### config.mk
export PLATFORM = sky130hd
export DESIGN_NAME = ridc_back
export DESIGN_NICKNAME = d
export VERILOG_FILES = /design/src/design/ridc_pkg.sv /design/src/design/ridc_back.sv
export SDC_FILE = /design/constraint.sdc
export NUM_CORES = 1
export LEC_CHECK = 0
export BUFFER_PORTS_ARGS = -buffer_cell sky130_fd_sc_hd__buf_4
export CORE_AREA = 10 10 203 205
export CTS_CLUSTER_SIZE = 8
export DETAILED_ROUTE_END_ITERATION = 6
export DIE_AREA = 0 0 213 215
export PLACE_DENSITY = 0.85
export SKIP_CTS_REPAIR_TIMING = 1
export SLEW_MARGIN = 20
export SYNTH_ARGS = -nofsm -noshare
export SYNTH_HDL_FRONTEND = slang
export SYNTH_SLANG_ARGS = --single-unit
### constraint.sdc
create_clock -name clk -period 4.4 [get_ports clk]
set_input_delay 0.44 -clock clk [delete_from_list [all_inputs] [get_ports clk]]
set_output_delay 0.44 -clock clk [all_outputs]
set_load 0.03 [all_outputs]
### src/design/ridc_pkg.sv
// shared types, constants and helper functions of the identity number checker
package ridc_pkg;

    localparam int REGION_DEPTH = 16;
    localparam int REGION_IDX_W = (REGION_DEPTH > 1) ? $clog2(REGION_DEPTH) : 1;
    localparam int COUNT_W      = $clog2(REGION_DEPTH + 1);

    localparam int CMD_W        = 2;
    localparam int CODE_W       = 20;
    localparam int CHAR_W       = 8;
    localparam int YEAR_W       = 14;
    localparam int VERDICT_W    = 2;
    localparam int POS_W        = 5;
    localparam int FLD_W        = 3;
    localparam int IN_TDATA_W   = 32;
    localparam int OUT_TDATA_W  = 8;
    localparam int CFG_ADDR_W   = 1;
    localparam int CFG_DATA_W   = 14;

    localparam int QUEUE_DEPTH  = 2;
    localparam int QPTR_W       = (QUEUE_DEPTH > 1) ? $clog2(QUEUE_DEPTH) : 1;
    localparam int QCNT_W       = $clog2(QUEUE_DEPTH + 1);

    localparam logic [CMD_W-1:0] CMD_CLEAR  = 2'd0;
    localparam logic [CMD_W-1:0] CMD_APPEND = 2'd1;
    localparam logic [CMD_W-1:0] CMD_CHAR   = 2'd2;

    localparam logic [VERDICT_W-1:0] VERDICT_INVALID = 2'd0;
    localparam logic [VERDICT_W-1:0] VERDICT_MALE    = 2'd1;
    localparam logic [VERDICT_W-1:0] VERDICT_FEMALE  = 2'd2;

    localparam logic [CFG_ADDR_W-1:0] REG_MIN_YEAR = 1'd0;
    localparam logic [CFG_ADDR_W-1:0] REG_MAX_YEAR = 1'd1;

    localparam logic [YEAR_W-1:0] MIN_YEAR_RESET = 14'd1900;
    localparam logic [YEAR_W-1:0] MAX_YEAR_RESET = 14'd2011;

    localparam logic [POS_W-1:0] LAST_POS = 5'd17;

    // which accumulator a character feeds
    localparam logic [FLD_W-1:0] FLD_REGION  = 3'd0;
    localparam logic [FLD_W-1:0] FLD_CENTURY = 3'd1;
    localparam logic [FLD_W-1:0] FLD_DECADE  = 3'd2;
    localparam logic [FLD_W-1:0] FLD_MONTH   = 3'd3;
    localparam logic [FLD_W-1:0] FLD_DAY     = 3'd4;
    localparam logic [FLD_W-1:0] FLD_SEQ     = 3'd5;
    localparam logic [FLD_W-1:0] FLD_CHECK   = 3'd6;

    typedef struct packed {
        logic [CMD_W-1:0]  cmd;
        logic [FLD_W-1:0]  fld;
        logic [3:0]        digit;
        logic [3:0]        term;
        logic              bad;
        logic [CODE_W-1:0] code;
    } item_t;

    // 2^(17-pos) mod 11
    function automatic logic [3:0] pos_weight(input logic [POS_W-1:0] pos);
        logic [3:0] w;
        case (pos)
            5'd0:    w = 4'd7;
            5'd1:    w = 4'd9;
            5'd2:    w = 4'd10;
            5'd3:    w = 4'd5;
            5'd4:    w = 4'd8;
            5'd5:    w = 4'd4;
            5'd6:    w = 4'd2;
            5'd7:    w = 4'd1;
            5'd8:    w = 4'd6;
            5'd9:    w = 4'd3;
            5'd10:   w = 4'd7;
            5'd11:   w = 4'd9;
            5'd12:   w = 4'd10;
            5'd13:   w = 4'd5;
            5'd14:   w = 4'd8;
            5'd15:   w = 4'd4;
            5'd16:   w = 4'd2;
            5'd17:   w = 4'd1;
            default: w = 4'd0;
        endcase
        return w;
    endfunction

    // doubling modulo 11 of a residue
    function automatic logic [3:0] mod11_double(input logic [3:0] x);
        logic [4:0] d;
        d = {x, 1'b0};
        if (d >= 5'd11)
        begin
            d = d - 5'd11;
        end
        return d[3:0];
    endfunction

    function automatic logic [4:0] month_days(input logic [3:0] m);
        logic [4:0] n;
        case (m)
            4'd1, 4'd3, 4'd5, 4'd7, 4'd8, 4'd10, 4'd12: n = 5'd31;
            4'd4, 4'd6, 4'd9, 4'd11:                    n = 5'd30;
            4'd2:                                       n = 5'd28;
            default:                                    n = 5'd0;
        endcase
        return n;
    endfunction

endpackage

### src/design/ridc_back.sv
// back end: region table, accumulators, verdict and output register
module ridc_back
    import ridc_pkg::*;
(
    input  logic                   clk,
    input  logic                   rst_n,
    input  logic                   cfg_we,
    input  logic [CFG_ADDR_W-1:0]  cfg_addr,
    input  logic [CFG_DATA_W-1:0]  cfg_data,
    input  logic                   q_valid,
    input  item_t                  q_item,
    output logic                   q_pop,
    output logic                   m_tvalid,
    input  logic                   m_tready,
    output logic [OUT_TDATA_W-1:0] m_tdata    // verdict[1:0], zero pad
);

    logic [CODE_W-1:0]    table_reg [REGION_DEPTH];
    logic                 table_we;

    logic [YEAR_W-1:0]    min_year_reg;
    logic [YEAR_W-1:0]    min_year_next;
    logic [YEAR_W-1:0]    max_year_reg;
    logic [YEAR_W-1:0]    max_year_next;
    logic [COUNT_W-1:0]   count_reg;
    logic [COUNT_W-1:0]   count_next;
    logic [CODE_W-1:0]    region_acc_reg;
    logic [CODE_W-1:0]    region_acc_next;
    logic [YEAR_W-1:0]    year_acc_reg;
    logic [YEAR_W-1:0]    year_acc_next;
    logic [6:0]           century_acc_reg;
    logic [6:0]           century_acc_next;
    logic                 decade_nz_reg;
    logic                 decade_nz_next;
    logic [6:0]           month_acc_reg;
    logic [6:0]           month_acc_next;
    logic [6:0]           day_acc_reg;
    logic [6:0]           day_acc_next;
    logic [9:0]           seq_acc_reg;
    logic [9:0]           seq_acc_next;
    logic [3:0]           residue_reg;
    logic [3:0]           residue_next;
    logic                 bad_reg;
    logic                 bad_next;
    logic                 out_valid_reg;
    logic                 out_valid_next;
    logic [VERDICT_W-1:0] verdict_reg;
    logic [VERDICT_W-1:0] verdict_next;

    logic [4:0]           res_sum;
    logic [3:0]           res_fin;
    logic                 region_hit;
    logic                 leap;
    logic [4:0]           day_limit;
    logic                 date_ok;
    logic [VERDICT_W-1:0] verdict;

    assign q_pop    = q_valid && (!out_valid_reg || m_tready);
    assign m_tvalid = out_valid_reg;
    assign m_tdata  = {(OUT_TDATA_W - VERDICT_W)'(0), verdict_reg};

    assign res_sum = 5'(residue_reg) + 5'(q_item.term);
    assign res_fin = (res_sum >= 5'd11) ? 4'(res_sum - 5'd11) : res_sum[3:0];

    always_comb
    begin
        region_hit = 1'b0;
        for (int i = 0; i < REGION_DEPTH; i++)
        begin
            if (COUNT_W'(i) < count_reg && table_reg[i] == region_acc_reg)
            begin
                region_hit = 1'b1;
            end
        end
    end

    // gregorian leap year from the binary year and the decimal digit groups
    always_comb
    begin
        leap = (year_acc_reg[1:0] == 2'd0 && decade_nz_reg)
            || (!decade_nz_reg && century_acc_reg[1:0] == 2'd0);
        day_limit = month_days(month_acc_reg[3:0])
                  + ((month_acc_reg == 7'd2 && leap) ? 5'd1 : 5'd0);
        date_ok = (month_acc_reg >= 7'd1) && (month_acc_reg <= 7'd12)
               && (day_acc_reg >= 7'd1)
               && (year_acc_reg >= min_year_reg) && (year_acc_reg <= max_year_reg)
               && (day_acc_reg <= 7'(day_limit));
        if (bad_reg || q_item.bad || !region_hit || !date_ok
            || seq_acc_reg == 10'd0 || res_fin != 4'd1)
        begin
            verdict = VERDICT_INVALID;
        end
        else
        begin
            verdict = seq_acc_reg[0] ? VERDICT_MALE : VERDICT_FEMALE;
        end
    end

    always_comb
    begin
        min_year_next    = min_year_reg;
        max_year_next    = max_year_reg;
        count_next       = count_reg;
        region_acc_next  = region_acc_reg;
        year_acc_next    = year_acc_reg;
        century_acc_next = century_acc_reg;
        decade_nz_next   = decade_nz_reg;
        month_acc_next   = month_acc_reg;
        day_acc_next     = day_acc_reg;
        seq_acc_next     = seq_acc_reg;
        residue_next     = residue_reg;
        bad_next         = bad_reg;
        out_valid_next   = out_valid_reg && !m_tready;
        verdict_next     = verdict_reg;
        table_we         = 1'b0;

        if (cfg_we)
        begin
            case (cfg_addr)
                REG_MIN_YEAR: min_year_next = cfg_data;
                REG_MAX_YEAR: max_year_next = cfg_data;
                default:      min_year_next = min_year_reg;
            endcase
        end

        if (q_pop)
        begin
            case (q_item.cmd)
                CMD_CLEAR:
                begin
                    count_next       = '0;
                    region_acc_next  = '0;
                    year_acc_next    = '0;
                    century_acc_next = '0;
                    decade_nz_next   = 1'b0;
                    month_acc_next   = '0;
                    day_acc_next     = '0;
                    seq_acc_next     = '0;
                    residue_next     = '0;
                    bad_next         = 1'b0;
                end
                CMD_APPEND:
                begin
                    if (count_reg < COUNT_W'(REGION_DEPTH))
                    begin
                        table_we   = 1'b1;
                        count_next = count_reg + 1'b1;
                    end
                end
                CMD_CHAR:
                begin
                    residue_next = res_fin;
                    bad_next     = bad_reg || q_item.bad;
                    case (q_item.fld)
                        FLD_REGION:
                        begin
                            region_acc_next = region_acc_reg * CODE_W'(10)
                                            + CODE_W'(q_item.digit);
                        end
                        FLD_CENTURY:
                        begin
                            year_acc_next    = year_acc_reg * YEAR_W'(10)
                                             + YEAR_W'(q_item.digit);
                            century_acc_next = century_acc_reg * 7'd10 + 7'(q_item.digit);
                        end
                        FLD_DECADE:
                        begin
                            year_acc_next  = year_acc_reg * YEAR_W'(10)
                                           + YEAR_W'(q_item.digit);
                            decade_nz_next = decade_nz_reg || (q_item.digit != 4'd0);
                        end
                        FLD_MONTH:
                        begin
                            month_acc_next = month_acc_reg * 7'd10 + 7'(q_item.digit);
                        end
                        FLD_DAY:
                        begin
                            day_acc_next = day_acc_reg * 7'd10 + 7'(q_item.digit);
                        end
                        FLD_SEQ:
                        begin
                            seq_acc_next = seq_acc_reg * 10'd10 + 10'(q_item.digit);
                        end
                        FLD_CHECK:
                        begin
                            out_valid_next   = 1'b1;
                            verdict_next     = verdict;
                            region_acc_next  = '0;
                            year_acc_next    = '0;
                            century_acc_next = '0;
                            decade_nz_next   = 1'b0;
                            month_acc_next   = '0;
                            day_acc_next     = '0;
                            seq_acc_next     = '0;
                            residue_next     = '0;
                            bad_next         = 1'b0;
                        end
                        default:
                        begin
                            bad_next = bad_reg || q_item.bad;
                        end
                    endcase
                end
                default:
                begin
                    count_next = count_reg;
                end
            endcase
        end
    end

    always_ff @(posedge clk)
    begin
        if (table_we)
        begin
            table_reg[count_reg[REGION_IDX_W-1:0]] <= q_item.code;
        end
        verdict_reg <= verdict_next;
    end

    always_ff @(posedge clk or negedge rst_n)
    begin
        if (!rst_n)
        begin
            min_year_reg    <= MIN_YEAR_RESET;
            max_year_reg    <= MAX_YEAR_RESET;
            count_reg       <= '0;
            region_acc_reg  <= '0;
            year_acc_reg    <= '0;
            century_acc_reg <= '0;
            decade_nz_reg   <= 1'b0;
            month_acc_reg   <= '0;
            day_acc_reg     <= '0;
            seq_acc_reg     <= '0;
            residue_reg     <= '0;
            bad_reg         <= 1'b0;
            out_valid_reg   <= 1'b0;
        end
        else
        begin
            min_year_reg    <= min_year_next;
            max_year_reg    <= max_year_next;
            count_reg       <= count_next;
            region_acc_reg  <= region_acc_next;
            year_acc_reg    <= year_acc_next;
            century_acc_reg <= century_acc_next;
            decade_nz_reg   <= decade_nz_next;
            month_acc_reg   <= month_acc_next;
            day_acc_reg     <= day_acc_next;
            seq_acc_reg     <= seq_acc_next;
            residue_reg     <= residue_next;
            bad_reg         <= bad_next;
            out_valid_reg   <= out_valid_next;
        end
    end

endmodule

==> impl_metrics.py <==
metrics = {
    "run_status": {
        "status": "completed",
    },
    "finish": {
        "multiInputGateArea_um2": 9311,
        "stdcell_area_um2": 24910,
        "ff_latch_area_um2": 12190,
        "final_util": 0.6692,
        "stdcell_count": 2377,
        "fillerInstances": 2511,
        "drive_gt1_frac": 0.1257,
        "area_delta_synth_final_pct": 12.85,
        "largest_register_ffs": 320,
        "nets": 2046,
    },
    "sta": {
        "max_freq_ghz": 0.2683,
        "rsz0062_at_grt": "false",
        "setup_viol": 0,
        "worst_slew_pin_slew_ns": 1.067,
        "fin_crit_ns": 3.727,
        "drv_slew": 0,
        "hold_viol": 0,
        "holdWs_ns": 0.08098,
        "tns_ns": 0,
        "fin_ws_ns": 0.6725,
        "period_share": 0.8472,
        "slew_headroom": 0.2702,
        "fin_worst_skew_ns": 0.06668,
    },
    "clock_network": {
        "cts_buffer_depth": 3,
        "clkTransAtPathRegs_ns": 0.06,
        "cts_tree": "built",
        "cts_num_sinks": 422,
        "clk_latency_ns": 0.64,
        "cts_buffers": 59,
        "htreeDepth": 2,
        "cts_root_buf": "clkbuf_16",
    },
    "place": {
        "dp.cells": 2263,
        "portBuffers": 57,
        "gp_congestion": 0.8883,
        "place_area_um2": 23150,
        "pre_cts_ws_ns": 0.9689,
        "dp_hpwl_um": 35960,
    },
    "critical_path": {
        "slowest_stage": "dfrtp_1",
        "critPathMaxStageDelay_ns": 0.93,
        "critPathTopFamily": "compound AO/OA/AOI/OAI gates",
        "end_kind": "flop",
        "crit_fanout": 11,
        "crit_buf_inv": 1,
        "startpoint_type": "flop",
        "path_cells": "buf_4 > xor2_1 > nor4_1 > nand4_1 > a211oi_1 > a2111oi_0 > o2111ai_1 > nand4_1 > nor2_1",
        "arrival_ns": 4.05,
        "crit_type": "flop to flop",
        "crit_top_cell": "nand4_1",
        "crit_required_ns": 4.73,
    },
    "power": {
        "p_seq_frac": 0.458,
        "switching_power_mw": 2.496,
        "finalPower_mw": 9.918,
        "swShare": 0.2516,
        "peakVddDrop_mv": 0.4113,
        "power_density_nw_per_um2": 398.2,
        "clock_power_share": 0.429,
        "leakagePower_nw": 10.25,
        "p_int_mw": 7.422,
        "comb_power_share": 0.114,
    },
    "floorplanning": {
        "rows": 71,
        "dieArea_um2": 45800,
        "start_util": 0.5930,
        "die_w_um": 213,
        "die_h_um": 215,
        "core_um2": 37220,
        "io_pins": 64,
    },
    "global_route": {
        "grt_max_degree": 62,
        "grt_pass1_vias": 15270,
        "grt_pass1_wl_um": 87890,
        "grt_usage": 0.2506,
        "grt_antenna_before_repair": 0,
        "grt-ovfl-total": 0,
    },
    "drt": {
        "dr.pass1.iters": 5,
        "wl_per_cell_um": 24.24,
        "ant_nets": 0,
        "drt_iter0_drc": 1523,
        "routed-via-count": 14850,
        "totalWireLength_um": 57620,
        "drcViolationCount": 0,
        "via_per_inst": 6.246,
    },
    "synth": {
        "synth_seq_cells": 422,
        "synth_common_cells": "edfxtp_1 (322), xor2_1 (275), ha_1 (130)",
        "seq_area_frac_synth": 0.5523,
        "async_reset_ff_frac": 0.2370,
        "synth_top_area_frac": 0.4380,
        "yosysWarnings": 0,
        "synth_ff_type": "edfxtp_1",
        "yosys.area.top_type": "edfxtp_1",
        "synth_edf_count": 322,
        "synth_area_leaders": "edfxtp_1 (44%), xor2_1 (11%), dfrtp_1 (9.5%)",
        "synthDistinctLibCells": 87,
        "synthesis.instances": 1744,
        "synth_area_um2": 22070,
        "syn_avg_cell_area_um2": 12.66,
        "synth_most_common_cell": "edfxtp_1",
    },
    "flow_run": {
        "max_cap_viol_count": 0,
    },
    "worst_hold_path": {
        "hold_class": "input pin to flop",
    },
}
-- path summary, 6_finish.rpt --
kind                                    start          endpoint  slack, ns  depth (start not counted)
hold / removal                   cfg_data[12]  min_year_reg[12]       0.08                          3
max in group asynchronous               rst_n   year_acc_reg[5]       2.77                          3
setup reg to reg           region_acc_reg[11]    verdict_reg[0]       0.67                          9
min in group asynchronous               rst_n    seq_acc_reg[4]       0.47                          2
setup / recovery           region_acc_reg[11]    verdict_reg[0]       0.67                          9
hold reg to reg              max_year_reg[12]  max_year_reg[12]       0.50                          1
-- layer usage --
metal / wire, um / GRT usage / share of wire / up-vias
li1: - / - / - / 6550
met1: 21940 / 0.3171 / 0.38 / 7279
met2: 27460 / 0.4097 / 0.48 / 846
met3: 5861 / 0.04774 / 0.10 / 171
met4: 2353 / 0.1119 / 0.041 / 0
met5: 0 / 0 / 0 / -
-- logic make-up after synthesis --
group | after synthesis | synth area share
AND/OR/NAND/NOR | 398 | 0.09699
XOR/XNOR | 395 | 0.1574
multiplexers | 22 | 0.01094
adder cells (fa/ha/maj) | 141 | 0.08366
AO/OA/AOI/OAI | 232 | 0.07091
buffers and inverters | 133 | 0.02760
flip-flops | 422 | 0.5523
other | 1 | 0.0001699
-- power groups by stage --
stage	registers, mW	logic (mW)	clock network (mW)
after detailed placement	4.61	1.10	0
after floorplan	4.57	0.773	0
after CTS	4.54	1.11	4.27
final	4.54	1.13	4.25
after global routing	4.55	1.24	4.46
after global placement	4.60	1.04	0
-- cells in the final DEF, fill, tap and decap left out, types with 17 or more instances in the layout --
cell	n
o21ai_0	65
dfrtp_1	84
xor2_1	275
a22o_1	24
nand3_1	28
nor2_1	59
nand4_1	38
xnor2_1	118
ha_1	130
nor4_1	71
nand2_1	104
clkbuf_16	59
a21oi_1	39
mux2_2	17
inv_1	66
clkbuf_1	48
edfxtp_1	322
buf_4	107
-- final cells by class --
class,count,area share
Multi-Input combinational cell,1194,0.3738
Inverter,66,0.009945
Timing Repair Buffer,108,0.03265
Clock buffer,107,0.06650
Clock inverter,5,0.003767
Tap cell,474,0.02381
Sequential cell,422,0.4894
Antenna cell,1,0.0001005
-- worst reg2reg max path, cell delays in order, from the launching register on --
cell,delay (ns)
dfrtp_1,0.93
buf_4,0.29
xor2_1,0.17
nor4_1,0.08
nand4_1,0.12
a211oi_1,0.08
a2111oi_0,0.92
o2111ai_1,0.49
nand4_1,0.27
nor2_1,0.07
(Power assumes the default switching activity.)
